[src/hdl/lsw_pkg.sv]
// Package for the two-wire LED segment writer.
// Holds request codes, sequencer phase type, frame constants and the character encoder.
// No dependencies.
package lsw_pkg;

    localparam int unsigned SHOWN_DIGITS = 4;

    localparam logic [2:0] REQ_TICK    = 3'd0;
    localparam logic [2:0] REQ_RAW     = 3'd1;
    localparam logic [2:0] REQ_CHAR    = 3'd2;
    localparam logic [2:0] REQ_SHOW    = 3'd3;
    localparam logic [2:0] REQ_REFRESH = 3'd4;

    localparam logic [7:0] CMD_DATA_FIXED = 8'h44;
    localparam logic [7:0] CMD_DATA_AUTO  = 8'h40;
    localparam logic [7:0] CMD_ADDR       = 8'hC0;
    localparam logic [7:0] CMD_DISPLAY_ON = 8'h88;
    localparam logic [7:0] SEG_DOT        = 8'h80;

    localparam logic [2:0] BRIGHTNESS_RESET = 3'd7;

    typedef enum logic [1:0] {
        PH_START,
        PH_BYTE,
        PH_ACK,
        PH_STOP
    } phase_t;

    typedef logic [7:0] seg_table_t [0:38];

    localparam seg_table_t SEG_TABLE = '{
        8'h3F, 8'h06, 8'h5B, 8'h4F, 8'h66, 8'h6D, 8'h7D, 8'h07, 8'h7F, 8'h6F,
        8'h77, 8'h7C, 8'h39, 8'h5E, 8'h79, 8'h71, 8'h3D, 8'h76, 8'h06, 8'h1E,
        8'h76, 8'h38, 8'h55, 8'h54, 8'h3F, 8'h73, 8'h67, 8'h50, 8'h6D, 8'h78,
        8'h3E, 8'h1C, 8'h2A, 8'h76, 8'h6E, 8'h5B, 8'h00, 8'h40, 8'h63
    };

    localparam logic [5:0] SEG_BLANK = 6'd36;
    localparam logic [5:0] SEG_DASH  = 6'd37;
    localparam logic [5:0] SEG_STAR  = 6'd38;

    function automatic logic [7:0] encode_ascii(input logic [7:0] c);
        logic [7:0] idx;
        idx = {2'b00, SEG_BLANK};
        if (c == 8'd32) begin
            idx = {2'b00, SEG_BLANK};
        end else if (c == 8'd42) begin
            idx = {2'b00, SEG_STAR};
        end else if (c == 8'd45) begin
            idx = {2'b00, SEG_DASH};
        end else if (c >= 8'd65 && c <= 8'd90) begin
            idx = c - 8'd55;
        end else if (c >= 8'd97 && c <= 8'd122) begin
            idx = c - 8'd87;
        end else if (c >= 8'd48 && c <= 8'd57) begin
            idx = c - 8'd48;
        end
        return SEG_TABLE[idx[5:0]];
    endfunction

endpackage

[src/hdl/led_segment_two_wire_writer_unit.sv]
// Top level of the two-wire LED segment writer: request decode, pin sequencer, result register.
// Depends on lsw_pkg.
//
// Usage:
//   Input channel s_*: one transfer per item. s_tuser carries the request kind
//   (tick, raw write, character write, show, refresh); s_tdata the arguments.
//   A request loads up to three frames; each following tick moves the pins by
//   one step. A request that arrives while a sequence is running is dropped and
//   flagged in the result.
//   Output channel m_*: exactly one result transfer per input transfer, giving
//   pin levels after the item, busy and rejected flags.
//   The result is registered: it is valid in the cycle after the input transfer.
//   Throughput: one item per cycle while m_tready is high; the whole step is a
//   single pass between the sequencer state and the result register.
//   Stall: while m_tready is low with a result held, s_tready is low; a new item
//   is taken in the same cycle the held result is taken.
//   Configuration: cfg_we writes cfg_wdata into brightness; the user must write it
//   only while idle, the block does not enforce it. Reset: synchronous, active low;
//   pins low, sequencer idle, brightness 7, no result pending.
module led_segment_two_wire_writer_unit (
    input  logic        aclk,
    input  logic        aresetn,

    input  logic        cfg_we,
    input  logic [2:0]  cfg_wdata,

    input  logic        s_tvalid,
    output logic        s_tready,
    // [2:0] req_type
    input  logic [2:0]  s_tuser,
    // [2:0] position, [10:3] raw_segments, [18:11] char_first, [26:19] char_second,
    // [34:27] char_third, [42:35] char_fourth, [43] dot_on, [44] colon_on, [47:45] zero
    input  logic [47:0] s_tdata,

    output logic        m_tvalid,
    input  logic        m_tready,
    // [0] clock_level, [1] data_level, [2] busy_res, [3] rejected, [7:4] zero
    output logic [7:0]  m_tdata
);
    import lsw_pkg::*;

    logic [2:0] req_type;
    logic [2:0] position;
    logic [7:0] raw_segments;
    logic [7:0] chars [0:3];
    logic       dot_on;
    logic       colon_on;
    logic       s_accept;
    logic       is_request;

    logic [2:0] brightness_reg;
    logic       clock_pin_reg,  clock_pin_next;
    logic       data_pin_reg,   data_pin_next;
    logic       active_reg,     active_next;
    logic [1:0] frame_index_reg, frame_index_next;
    logic [2:0] byte_index_reg,  byte_index_next;
    logic [2:0] bit_reg,         bit_next;
    logic [1:0] sub_reg,         sub_next;
    phase_t     phase_reg,       phase_next;
    logic       rejected_next;

    logic [7:0] byte_store_reg  [0:7];
    logic [7:0] byte_store_next [0:7];
    logic [2:0] frame_len_reg   [0:2];
    logic [2:0] frame_len_next  [0:2];
    logic       store_we;

    logic [7:0] cur_byte;
    logic [2:0] byte_inc;
    logic [7:0] char_seg;

    logic       m_tvalid_reg;
    logic [3:0] result_reg;

    assign req_type     = s_tuser;
    assign position     = s_tdata[2:0];
    assign raw_segments = s_tdata[10:3];
    assign chars[0]     = s_tdata[18:11];
    assign chars[1]     = s_tdata[26:19];
    assign chars[2]     = s_tdata[34:27];
    assign chars[3]     = s_tdata[42:35];
    assign dot_on       = s_tdata[43];
    assign colon_on     = s_tdata[44];

    assign s_tready   = !m_tvalid_reg || m_tready;
    assign s_accept   = s_tvalid && s_tready;
    assign is_request = (req_type == REQ_RAW) || (req_type == REQ_CHAR)
                     || (req_type == REQ_SHOW) || (req_type == REQ_REFRESH);

    always_comb begin
        unique case (frame_index_reg)
            2'd0:    cur_byte = byte_store_reg[0];
            2'd1:    cur_byte = byte_store_reg[3'(byte_index_reg + 3'd1)];
            default: cur_byte = CMD_DISPLAY_ON | {5'd0, brightness_reg};
        endcase
    end

    assign byte_inc = byte_index_reg + 3'd1;
    assign char_seg = encode_ascii(chars[0]) | (dot_on ? SEG_DOT : 8'h00);

    // Sequencer and request loader
    always_comb begin
        clock_pin_next   = clock_pin_reg;
        data_pin_next    = data_pin_reg;
        active_next      = active_reg;
        frame_index_next = frame_index_reg;
        byte_index_next  = byte_index_reg;
        bit_next         = bit_reg;
        sub_next         = sub_reg;
        phase_next       = phase_reg;
        rejected_next    = 1'b0;
        store_we         = 1'b0;
        byte_store_next  = byte_store_reg;
        frame_len_next   = frame_len_reg;

        if (req_type == REQ_TICK) begin
            if (active_reg) begin
                unique case (phase_reg)
                    PH_START: begin
                        if (sub_reg == 2'd0) begin
                            data_pin_next = 1'b0;
                            sub_next      = 2'd1;
                        end else begin
                            clock_pin_next  = 1'b0;
                            phase_next      = PH_BYTE;
                            sub_next        = 2'd0;
                            bit_next        = 3'd0;
                            byte_index_next = 3'd0;
                        end
                    end
                    PH_BYTE: begin
                        if (sub_reg == 2'd0) begin
                            data_pin_next = cur_byte[bit_reg];
                            sub_next      = 2'd1;
                        end else if (sub_reg == 2'd1) begin
                            clock_pin_next = 1'b1;
                            sub_next       = 2'd2;
                        end else begin
                            clock_pin_next = 1'b0;
                            sub_next       = 2'd0;
                            if (bit_reg == 3'd7) begin
                                phase_next = PH_ACK;
                            end
                            bit_next = bit_reg + 3'd1;
                        end
                    end
                    PH_ACK: begin
                        if (sub_reg == 2'd0) begin
                            clock_pin_next = 1'b0;
                            sub_next       = 2'd1;
                        end else if (sub_reg == 2'd1) begin
                            clock_pin_next = 1'b1;
                            sub_next       = 2'd2;
                        end else begin
                            clock_pin_next  = 1'b0;
                            sub_next        = 2'd0;
                            bit_next        = 3'd0;
                            byte_index_next = byte_inc;
                            if (byte_inc >= frame_len_reg[frame_index_reg]) begin
                                phase_next = PH_STOP;
                            end else begin
                                phase_next = PH_BYTE;
                            end
                        end
                    end
                    default: begin
                        if (sub_reg == 2'd0) begin
                            data_pin_next = 1'b0;
                            sub_next      = 2'd1;
                        end else if (sub_reg == 2'd1) begin
                            clock_pin_next = 1'b1;
                            sub_next       = 2'd2;
                        end else begin
                            data_pin_next   = 1'b1;
                            phase_next      = PH_START;
                            sub_next        = 2'd0;
                            bit_next        = 3'd0;
                            byte_index_next = 3'd0;
                            // skip empty frames, finish after the last one
                            if (frame_index_reg == 2'd0 && frame_len_reg[1] != 3'd0) begin
                                frame_index_next = 2'd1;
                            end else if (frame_index_reg != 2'd2
                                         && frame_len_reg[2] != 3'd0) begin
                                frame_index_next = 2'd2;
                            end else begin
                                frame_index_next = 2'd0;
                                active_next      = 1'b0;
                            end
                        end
                    end
                endcase
            end
        end else if (is_request) begin
            if (active_reg) begin
                rejected_next = 1'b1;
            end else begin
                store_we = 1'b1;
                if (req_type == REQ_RAW || req_type == REQ_CHAR) begin
                    byte_store_next[0] = CMD_DATA_FIXED;
                    byte_store_next[1] = CMD_ADDR | {5'd0, position};
                    byte_store_next[2] = (req_type == REQ_RAW) ? raw_segments : char_seg;
                    frame_len_next[0]  = 3'd1;
                    frame_len_next[1]  = 3'd2;
                    frame_len_next[2]  = 3'd1;
                end else if (req_type == REQ_SHOW) begin
                    byte_store_next[0] = CMD_DATA_AUTO;
                    byte_store_next[1] = CMD_ADDR;
                    for (int i = 0; i < SHOWN_DIGITS; i++) begin
                        if (i < 4) begin
                            byte_store_next[3'(i + 2)] = encode_ascii(chars[i % 4])
                                | ((i == 1 && colon_on) ? SEG_DOT : 8'h00);
                        end else begin
                            byte_store_next[3'(i + 2)] = SEG_TABLE[SEG_BLANK];
                        end
                    end
                    frame_len_next[0] = 3'd1;
                    frame_len_next[1] = 3'(SHOWN_DIGITS + 1);
                    frame_len_next[2] = 3'd1;
                end else begin
                    byte_store_next[0] = CMD_DATA_AUTO;
                    frame_len_next[0]  = 3'd1;
                    frame_len_next[1]  = 3'd0;
                    frame_len_next[2]  = 3'd1;
                end
                active_next      = 1'b1;
                phase_next       = PH_START;
                sub_next         = 2'd0;
                bit_next         = 3'd0;
                byte_index_next  = 3'd0;
                frame_index_next = 2'd0;
            end
        end
    end

    always_ff @(posedge aclk) begin
        if (!aresetn) begin
            brightness_reg  <= BRIGHTNESS_RESET;
            clock_pin_reg   <= 1'b0;
            data_pin_reg    <= 1'b0;
            active_reg      <= 1'b0;
            frame_index_reg <= 2'd0;
            byte_index_reg  <= 3'd0;
            bit_reg         <= 3'd0;
            sub_reg         <= 2'd0;
            phase_reg       <= PH_START;
            m_tvalid_reg    <= 1'b0;
        end else begin
            if (cfg_we) begin
                brightness_reg <= cfg_wdata;
            end
            if (s_accept) begin
                clock_pin_reg   <= clock_pin_next;
                data_pin_reg    <= data_pin_next;
                active_reg      <= active_next;
                frame_index_reg <= frame_index_next;
                byte_index_reg  <= byte_index_next;
                bit_reg         <= bit_next;
                sub_reg         <= sub_next;
                phase_reg       <= phase_next;
                m_tvalid_reg    <= 1'b1;
            end else if (m_tready) begin
                m_tvalid_reg <= 1'b0;
            end
        end
    end

    always_ff @(posedge aclk) begin
        if (s_accept) begin
            result_reg <= {rejected_next, active_next, data_pin_next, clock_pin_next};
            if (store_we) begin
                byte_store_reg <= byte_store_next;
                frame_len_reg  <= frame_len_next;
            end
        end
    end

    assign m_tvalid = m_tvalid_reg;
    assign m_tdata  = {4'd0, result_reg};

    // A rejected request never ends a running sequence
    a_reject_busy: assert property (@(posedge aclk) disable iff (!aresetn)
        m_tvalid_reg && result_reg[3] |-> result_reg[2] && active_reg)
        else $error("rejected result without busy");

    a_idle_clean: assert property (@(posedge aclk) disable iff (!aresetn)
        !active_reg |-> (phase_reg == PH_START) && (sub_reg == 2'd0)
                        && (frame_index_reg == 2'd0))
        else $error("idle sequencer not parked");

    a_sub_range: assert property (@(posedge aclk) disable iff (!aresetn)
        sub_reg != 2'd3)
        else $error("step counter out of range");

    a_load: assert property (@(posedge aclk) disable iff (!aresetn)
        s_accept && is_request && !active_reg |=> active_reg && (phase_reg == PH_START))
        else $error("request did not start a sequence");

    a_end_stop: assert property (@(posedge aclk) disable iff (!aresetn)
        $fell(active_reg) |-> $past(phase_reg) == PH_STOP && data_pin_reg)
        else $error("sequence ended outside stop condition");

endmodule
[config.mk]
export PLATFORM = sky130hd
export DESIGN_NAME = led_segment_two_wire_writer_unit
export DESIGN_NICKNAME = d
export VERILOG_FILES = /design/src/hdl/lsw_pkg.sv /design/src/hdl/led_segment_two_wire_writer_unit.sv
export SDC_FILE = /design/constraint.sdc
export NUM_CORES = 1
export LEC_CHECK = 0
export ABC_CLOCK_PERIOD_IN_PS = 3200
export BUFFER_PORTS_ARGS = -buffer_cell sky130_fd_sc_hd__clkbuf_2
export CORE_MARGIN = 2
export CORE_UTILIZATION = 50
export DETAILED_ROUTE_END_ITERATION = 12
export PLACE_DENSITY = 0.83
export SKIP_CTS_REPAIR_TIMING = 1
export SYNTH_ARGS = -nofsm -noshare
export SYNTH_HDL_FRONTEND = slang
export SYNTH_SLANG_ARGS = --single-unit
export TNS_END_PERCENT = 30
[constraint.sdc]
create_clock -name aclk -period 3.2 [get_ports aclk]
set_clock_uncertainty 0.1 [all_clocks]
set_input_delay 0.48 -clock aclk [delete_from_list [all_inputs] [get_ports aclk]]
set_output_delay 0.48 -clock aclk [all_outputs]
set_load 0.01 [all_outputs]
# Yosys cells after proc, flatten, opt, wreduce, memory -nomap -nowiden
# Memory sizes are Yosys's and may differ from the RTL's.
# Cells that the tools add are included.
word_totals:
  mem_count: 3
  reg_bits: 59
  in_bits: 59
  romBits: 1536
  output_inout_bits: 10
classes:
  eq_ne: 26
  n_addsub: 8
  magnitude_cmp: 19
  n_bitwise: 11
  n_reduce_logical: 33
  muxes: 115
memory_table:
  columns: ["name", "words", "width", "rd", "rd_ports_with_merged_regs", "wr", "line_no", "rtl"]
  rows:
  - ["(no name shown)", 64, 8, 1, 0, 0, "lsw_pkg.sv:58", "return SEG_TABLE[idx[5:0]];"]
  - ["(no name shown)", 64, 8, 1, 0, 0, "lsw_pkg.sv:58", null]
  - ["(no name shown)", 64, 8, 1, 0, 0, "lsw_pkg.sv:58", null]
ops:
  columns: ["cell", "n"]
  rows:
  - ["6-bit 2-to-1 mux", 23]
  - ["8-bit 2-to-1 mux", 11]
  - ["2-bit 2-to-1 mux", 25]
  - ["8-bit by 6-bit equality test with 1-bit output, second input constant", 6]
  - ["3-bit 2-to-1 mux", 15]
  - ["8-bit by 7-bit >= comparator with 1-bit output, second input constant", 4]
  - ["8-bit by 7-bit <= comparator with 1-bit output, second input constant", 4]
  - ["1-bit 2-to-1 mux", 30]
  - ["8-bit binary-select mux with 3-bit select", 1]
  - ["24-bit 2-to-1 mux", 1]
  - ["6-bit subtractor, second input constant", 4]
  - ["7-bit >= comparator, second input constant", 3]
  - ["6-bit inverter with 7-bit output", 3]
  - ["7-bit AND reduction", 3]
  - ["19-bit 2-to-1 mux", 1]
  - ["8-bit by 6-bit >= comparator with 1-bit output, second input constant", 2]
  - ["8-bit by 6-bit <= comparator with 1-bit output, second input constant", 2]
  - ["8-bit bitwise OR", 2]
  - ["8-bit one-hot mux with 2 select lines", 1]
  - ["2-bit != test, second input constant", 6]
  - ["6-bit by 5-bit subtractor with 6-bit output, second input constant", 2]
  - ["1-bit logical AND", 9]
  - ["3-bit != test, second input constant", 3]
  - ["3-bit one-hot mux with 3 select lines", 1]
  - ["33 further kinds", 50]

# Logic depth before layout (Yosys ltp)
# Gate-level depths: netlist of the first run.
logic_depth:
  word_depth: 20
  ltp_mapped: 15
  ltp_nobuf: 15

# Worst setup path after synthesis of the first run
# No wires, ideal clock.
synth_path:
  kind: "input port to flip-flop"
  start: "in s_tdata[20]"
  end: "reg byte_store_reg[36] (netlist name), data pin"
  required_ns: 2.841
  n_path_buf: 0
  setup_slack_ns: -0.267
  path_stages: 14
  arrival_time_ns: 3.109
  path_cell_list: "inv_1 > ha_1 > nor4b_1 > a21oi_1 > and2_4 > or2_1 > a22oi_2 > nand2_1 > nand2_1 > inv_2 > ha_1 > or3_1 > a21boi_1 > a211o_1"
synth_between:
  elab_chain_len: 18
  word_cells_on_any_way: 31
  cone_classes: "add/sub (3); order compare (6); eq/ne (3); mux (13); bitwise (2); reduce/logical (3); memory (1)"
synth_rtl:
  columns: ["item", "line_no", "rtl"]
  rows:
  - ["from (decl)", "led_segment_two_wire_writer_unit.sv:33", "input logic [47:0] s_tdata,"]
  - ["8-bit by 6-bit >= comparator with 1-bit output or 8-bit by 6-bit <= comparator with 1-bit output (tied branches)", "lsw_pkg.sv:55", "end else if (c >= 8'd48 && c <= 8'd57) begin"]
  - ["1-bit logical AND", "lsw_pkg.sv:55", null]
  - ["6-bit 2-to-1 mux", "lsw_pkg.sv:55", null]
  - ["6-bit 2-to-1 mux", "lsw_pkg.sv:53", "end else if (c >= 8'd97 && c <= 8'd122) begin"]
  - ["6-bit 2-to-1 mux", "lsw_pkg.sv:51", "end else if (c >= 8'd65 && c <= 8'd90) begin"]
  - ["6-bit 2-to-1 mux", "lsw_pkg.sv:49", "end else if (c == 8'd45) begin"]
  - ["6-bit 2-to-1 mux", "lsw_pkg.sv:47", "end else if (c == 8'd42) begin"]
  - ["6-bit 2-to-1 mux *", "lsw_pkg.sv:45", "if (c == 8'd32) begin"]
  - ["6-bit 2-to-1 mux *", "led_segment_two_wire_writer_unit.sv:205", "end else if (req_type == REQ_SHOW) begin"]
  - ["6-bit 2-to-1 mux *", "led_segment_two_wire_writer_unit.sv:198", "if (req_type == REQ_RAW || req_type == REQ_CHAR) begin"]
  - ["6-bit 2-to-1 mux *", "led_segment_two_wire_writer_unit.sv:194", "if (active_reg) begin"]
  - ["6-bit 2-to-1 mux *", "led_segment_two_wire_writer_unit.sv:193", "end else if (is_request) begin"]
  - ["6-bit 2-to-1 mux *", "led_segment_two_wire_writer_unit.sv:116", "if (req_type == REQ_TICK) begin"]
  - ["6-bit inverter with 7-bit output (implied by the code) *", "lsw_pkg.sv:58", null]
  - ["memory read 64 x 8 bit *", null, null]
  - ["8-bit 2-to-1 mux (implied by the code) * (2 in a row)", "lsw_pkg.sv:58", null]
  - ["8-bit bitwise OR *", "led_segment_two_wire_writer_unit.sv:211", "| ((i == 1 && colon_on) ? SEG_DOT : 8'h00);"]
  - ["to (signal assigned)", "led_segment_two_wire_writer_unit.sv:271", "byte_store_reg <= byte_store_next;"]
  - ["to (decl)", "led_segment_two_wire_writer_unit.sv:62", "logic [7:0] byte_store_reg [0:7];"]
# Every way passes the cells marked *; elsewhere a longest branch is shown, timed or not. The select of a mux whose other input is x is not followed.
# A chain may end at the register's enable or synchronous reset.

# Worst setup path after layout of the first run
# Same ends and word-level chain as after synthesis.

==> impl_metrics.py, run 1 <==
metrics = {
    "status": {
        "status": "finished clean",
    },
    "floorplanning": {
        "dieArea_um2": 10290,
        "start_util": 0.5139,
        "core-area_um2": 9240,
        "die_x_um": 101.5,
        "pin_count": 69,
        "rows": 35,
        "die_h_um": 101.5,
    },
    "timing": {
        "fin_crit_sh": 0.9591,
        "fmaxAchievable_mhz": 325.8,
        "finalCriticalPeriod_ns": 3.069,
        "slew_viol_final": 0,
        "hold_viol": 0,
        "setup_viol": 0,
        "holdWs_ns": 0.2585,
        "worstMarginPinSlew_ns": 0.7588,
        "rsz0062_at_grt": "yes",
        "slew_headroom": 0.4931,
    },
    "yosys": {
        "synthAdderAreaFrac": 0.1001,
        "ys_seq_area_frac": 0.2445,
        "ys.flop_type": "edfxtp_1",
        "synth-warning-count": 0,
        "ys_ff_latch": 45,
        "synthXorXnorAreaFrac": 0.02187,
        "async_flop_share": 0,
        "yosys.area_share.simple": 0.2366,
        "synth_cells": 572,
        "synth_cell_types": 97,
        "synth_edf_count": 26,
        "syn_area_um2": 4748,
        "synth_compound_area_frac": 0.2838,
        "syn_area_per_cell_um2": 8.301,
        "synth_top_family_by_area": "compound AO/OA/AOI/OAI gates",
        "synthMuxAreaShare": 0.05059,
    },
    "setup_path": {
        "slowest_stage": "or3_1",
        "crit_path_cell_trace": "clkbuf_2 > buf_4 > ha_1 > a22o_1 > and2_4 > or2_1 > a22oi_2 > nand2_1 > nand2_2 > inv_4 > ha_4 > or3_1 > a21boi_2 > a211o_1",
        "crit_fanout": 5,
        "cp.arrival_ns": 3.03,
        "crit_type": "in2reg",
        "endpoint_kind": "register",
        "crit_required_ns": 3.16,
        "start_kind": "input pin",
        "rrSetupSlack_ns": 0.42,
        "critPathMaxStageDelay_ns": 0.37,
    },
    "cells_and_area": {
        "drive_above_1_share": 0.2830,
        "final_nets": 771,
        "largest_reg_flops": 20,
        "final_cell_mix": "79 x buf_4, 52 x nor2_1, 44 x nand2_1, 44 x clkbuf_2, 38 x a21oi_1",
        "final_util": 0.6294,
        "syn2layout_area_growth_pct": 22.48,
        "final_common_cell": "buf_4",
        "nFillCells": 776,
        "finalInstanceArea_um2": 5816,
        "diodes": 0,
    },
    "power_and_ir_drop": {
        "pwr-share-seq": 0.395,
        "power_w": 0.001654,
        "power.density_nw_per_um2": 284.4,
        "p_sw_w": 0.0005204,
        "irDropWorstVdd_v": 0.0001510,
        "power_frac_clock": 0.258,
        "combPwrFrac": 0.347,
        "p_leak_nw": 2.414,
        "sw_frac_of_total": 0.3146,
        "power.internal_w": 0.001134,
    },
    "clocking": {
        "cts_tree": "built",
        "numCtsBuffers": 5,
        "clkTransAtPathRegs_ns": 0.08,
        "clock_latency_ns": 0.30,
        "cts_buffer_depth": 2,
        "root_buffer": "clkbuf_8",
        "htree_levels": 2,
        "clock_sink_count": 45,
    },
    "placement": {
        "dpl-instance-area_um2": 5653,
        "io_buffers": 45,
        "dpl.hpwl_um": 9541,
        "gp_congestion": 0.9446,
    },
    "detailed_routing": {
        "drtAntennaViolNets": 0,
        "routed_wl_um": 12030,
        "drtPass1Iterations": 5,
        "drt-wirelength-per-cell_um": 14.96,
        "viasPerCell": 5.907,
        "drt_iter0_drc": 446,
        "via_count": 4749,
        "drc": 0,
    },
    "global_route": {
        "grt_use_met3": 0.01794,
        "use_met2": 0.4345,
        "grt_pass1_wl_um": 20200,
        "antenna_found_initial": 0,
        "grt_max_degree": 20,
        "grt_usage": 0.2364,
        "gr-max-usage-layer": "met2",
        "met1_usage": 0.2903,
        "overflow": 0,
        "grt_pass1_vias": 4468,
    },
    "flow_run": {
        "drv_cap": 0,
    },
    "worst_hold_path": {
        "hp-class": "in2reg",
    },
}
-- final cells by class --
| cell class | instances | area (um^2) | share of cell area |
|---|---|---|---|
| clock buffers | 5 | 68.82 | 0.01183 |
| clock inverters | 3 | 46.29 | 0.007960 |
| inverters | 31 | 136.4 | 0.02345 |
| multi-input cells | 466 | 3403 | 0.5852 |
| repair buffers | 125 | 838.3 | 0.1441 |
| flip-flops and latches | 45 | 1161 | 0.1997 |
| well taps | 129 | 161.4 | 0.02775 |
-- through the flow --
step,worst slack (ns),TNS (ns),std cells
floorplan,-0.01371,-0.01371,575
global placement,-0.1257,-0.3346,793
detailed placement,-0.1892,-1.229,793
CTS,0.1347,0,801
global route,-0.07841,-0.1550,804
finish,0.1307,0,804
-- cells in the mapped netlist, types with 9 or more instances --
cell	instances	area [um^2]
nand2b_1	9	56.30
nor2_1	52	195.2
a31oi_1	9	56.30
nor2b_1	17	106.4
nand2_1	45	168.9
inv_1	29	108.9
o21ai_1	12	60.06
edfxtp_1	26	780.8
mux2i_1	15	150.1
o21ai_0	20	100.1
clkbuf_1	11	41.29
nand3_1	19	95.09
and2_1	13	81.33
nor3_1	14	70.07
dfxtp_1	19	380.4
a21oi_1	38	190.2
buf_2	12	60.06
ha_1	38	475.5
-- power groups by stage --
stage / sequential, W / combinational (W) / clock [W]
floorplan: 0.000664 / 0.000360 / 0
global placement: 0.000666 / 0.000535 / 0
detailed placement: 0.000667 / 0.000555 / 0
CTS: 0.000654 / 0.000558 / 0.000433
global route: 0.000657 / 0.000628 / 0.000456
finish: 0.000654 / 0.000573 / 0.000427
-- worst paths after layout --
| path | start | endpoint | depth (start not counted) |
|---|---|---|---|
| setup / recovery | s_tdata[20] | byte_store_reg[36] | 14 |
| hold / removal | s_tdata[44] | byte_store_reg[39] | 1 |
| setup reg to reg | byte_index_reg[0] | data_pin_reg | 10 |
| hold reg to reg | brightness_reg[0] | brightness_reg[0] | 2 |
-- critical path: cells and delay by family --
family / cells / cell delay [ns]
adders and majority gates: 2 / 0.34
buffers and inverters: 3 / 0.38
and+or+nand+nor: 5 / 1.00
AOI/OAI and AO/OA: 4 / 0.83
-- logic make-up after synthesis --
group | count (synthesis)
adders and majority gates | 38
and+or+nand+nor | 216
xor gates and xnor gates | 11
buffers and inverters | 64
AOI/OAI and AO/OA | 176
other | 1
muxes | 21
DFF | 45
-- layer usage --
metal / vias up / wire (um)
met5: - / 0
met4: 0 / 308
met3: 32 / 525
met2: 158 / 6168
met1: 2240 / 5025
li1: 2319 / -
Note: power is estimated with default switching activity, not from simulation.
==> run 2, diff against run 1 <==
- ABC_AREA: default -> 1
==> run 2 against run 1 <==
  * Register-to-register slack better by 0.30 ns
  * Maximum frequency is 9.3% higher
  * Combinational power is 29% higher
  * Highest routed layer unchanged
==> impl_metrics.py, run 2 <==
metrics = {
    "cells_and_area": {
        "multiInputGateArea_um2": 3074,
        "final_nets": 900,
        "syn2layout_area_growth_pct": 11.76,
        "drive_above_1_share": 0.1567,
        "diodes": 0,
        "final_common_cell": "nand2_1",
        "nFillCells": 872,
        "final_util": 0.5754,
        "ff_latch_area_um2": 1161,
        "largest_reg_flops": 20,
        "final_cell_mix": "201 x nand2_1, 92 x inv_1, 75 x nand3_1",
    },
    "yosys": {
        "ys_seq_area_frac": 0.2452,
        "synth_compound_area_frac": 0.1512,
        "synth-warning-count": 0,
        "yosys.area_share.simple": 0.3798,
        "syn_area_um2": 4735,
        "synth_edf_count": 26,
        "synth_top_area_share": 0.1649,
        "syn_area_per_cell_um2": 6.415,
        "synth_cells": 738,
        "synthXorXnorAreaFrac": 0.01480,
        "yosysMostFrequentCell": "nand2_1",
        "synth_cell_types": 40,
        "async_flop_share": 0,
        "synthMuxAreaShare": 0,
        "synthAdderAreaFrac": 0.1004,
        "synth_top_family_by_area": "simple AND/OR/NAND/NOR gates",
        "synth_commonest_cells": "201 x nand2_1, 92 x inv_1, 75 x nand3_1",
        "ys_ff_latch": 45,
        "yosysTopAreaCell": "edfxtp_1",
        "ys.flop_type": "edfxtp_1",
        "synth_area_leaders": "edfxtp_1 16%, nand2_1 16%, ha_1 10%, dfxtp_1 8.0%, nand3_1 7.9%",
    },
    "floorplanning": {
        "dieArea_um2": 10260,
        "die_x_um": 101.3,
        "rows": 35,
        "core-area_um2": 9196,
        "start_util": 0.5148,
        "pin_count": 69,
        "die_h_um": 101.3,
    },
    "clocking": {
        "htree_levels": 2,
        "root_buffer": "clkbuf_8",
        "clock_sink_count": 45,
        "numCtsBuffers": 5,
        "clock_latency_ns": 0.31,
        "clkTransAtPathRegs_ns": 0.09,
        "cts_buffer_depth": 2,
        "cts_tree": "built",
    },
    "timing": {
        "fin_crit_sh": 0.8778,
        "worstMarginPinSlew_ns": 0.5897,
        "setup_viol": 0,
        "slew_viol_final": 0,
        "rsz0062_at_grt": "no",
        "timing.setup.tns_ns": 0,
        "fmaxAchievable_mhz": 356.0,
        "slew_headroom": 0.6054,
        "finalCriticalPeriod_ns": 2.809,
        "hold_viol": 0,
    },
    "power_and_ir_drop": {
        "sw_frac_of_total": 0.3766,
        "p_sw_w": 0.0006932,
        "power_frac_clock": 0.231,
        "irDropWorstVdd_v": 0.0001594,
        "combPwrFrac": 0.401,
        "pwr-share-seq": 0.368,
        "p_leak_nw": 2.644,
        "power.internal_w": 0.001148,
        "power.density_nw_per_um2": 347.9,
    },
    "setup_path": {
        "crit_path_frequent_cell": "nand2_1",
        "cp.arrival_ns": 2.77,
        "crit_required_ns": 3.16,
        "start_kind": "input pin",
        "path_buf_inv": 5,
        "slowest_stage": "ha_1",
        "critPathMaxStageDelay_ns": 0.22,
        "crit_type": "in2reg",
        "crit_path_cell_trace": "clkbuf_2 > inv_1 > ha_1 > inv_1 > nor2_2 > nand2_1 > a21oi_1 > nor2_1 > nand2_2 > nand2_4 > o21ai_0 > nand2_1 > nand2_1 > inv_1 > ha_1 > inv_1 > nand2_1 > nand2_1 > nand2_1 > nand3_1 > nand3_1 > nand2_1",
        "crit_fanout": 7,
        "path_delay_family": "simple AND/OR/NAND/NOR gates",
        "endpoint_kind": "register",
    },
    "placement": {
        "io_buffers": 45,
        "dpl.hpwl_um": 8889,
        "gp_congestion": 0.9713,
    },
    "detailed_routing": {
        "drc": 0,
        "viasPerCell": 5.281,
        "drtPass1Iterations": 5,
        "drt-wirelength-per-cell_um": 12.30,
        "drtAntennaViolNets": 0,
        "routed_wl_um": 11260,
        "via_count": 4832,
        "drt_iter0_drc": 301,
    },
    "worst_hold_path": {
        "hp-class": "in2reg",
    },
    "global_route": {
        "grt_usage": 0.2222,
        "overflow": 0,
        "grt_max_degree": 18,
        "grt_pass1_wl_um": 19060,
        "antenna_found_initial": 0,
        "grt_pass1_vias": 4380,
    },
    "status": {
        "status": "finished clean",
    },
    "flow_run": {
        "drv_cap": 0,
    },
}
==> run 2: power groups by stage <==
| stage | registers [W] | clock network (W) | logic, W |
|---|---|---|---|
| 2_1_floorplan | 0.000682 | 0 | 0.000542 |
| 3_3_place_gp | 0.000689 | 0 | 0.000714 |
| 3_5_place_dp | 0.000690 | 0 | 0.000723 |
| 4_1_cts | 0.000677 | 0.000424 | 0.000728 |
| 5_1_grt | 0.000682 | 0.000444 | 0.000843 |
| 6_report | 0.000677 | 0.000426 | 0.000738 |
==> run 2: kinds of logic after synthesis <==
kind of cell,Yosys count
flip-flops,45
AND/OR/NAND/NOR,399
adder cells (fa/ha/maj),38
buffers and inverters,119
XOR/XNOR,8
other,1
AO/OA/AOI/OAI,128
==> run 2: final timing paths <==
check	startpoint	endpoint	slack [ns]	cells past startpoint
worst max register to register	byte_index_reg[0]	phase_reg[1]	0.72	8
worst min-delay path	cfg_wdata[0]	brightness_reg[0]	0.28	3
worst min register to register	byte_index_reg[1]	byte_index_reg[1]	0.39	2
worst max-delay path	s_tdata[19]	byte_store_reg[38]	0.39	22
==> run 2: worst register-to-register path, stage by stage (launching register included) <==
cell,delay (ns)
dfxtp_1,0.46
ha_1,0.28
xnor2_1,0.38
inv_1,0.16
ha_1,0.36
a21oi_1,0.14
o211ai_1,0.14
a211oi_1,0.27
a211oi_1,0.06
==> run 2: layout make-up <==
| class | instances | area share |
|---|---|---|
| multi-input combinational | 577 | 0.5810 |
| sequential | 45 | 0.2194 |
| timing repair buffer | 71 | 0.07945 |
| inverter | 103 | 0.07307 |
| tap | 111 | 0.02625 |
| clock buffer | 5 | 0.01301 |
| clock inverter | 3 | 0.007803 |
==> run 2: metrics by stage <==
stage	cells	setup slack (ns)	area, um^2	power [W]	hold slack (ns)
after floorplan	741	0.4316	4746	0.001224	0.3292
after global placement	907	0.1201	5181	0.001404	0.3607
after detailed placement	907	0.08512	5181	0.001413	0.3772
after CTS	915	0.3982	5291	0.001829	0.2775
after global routing	915	0.06069	5291	0.001969	0.2861
final	915	0.3912	5291	0.001841	0.2843
==> run 2: per-layer routing <==
layer	wire (um)	track usage
met1	5366	0.3079
met5	0	0
met3	499	0.02761
met2	5241	0.3663
met4	150	0.06029
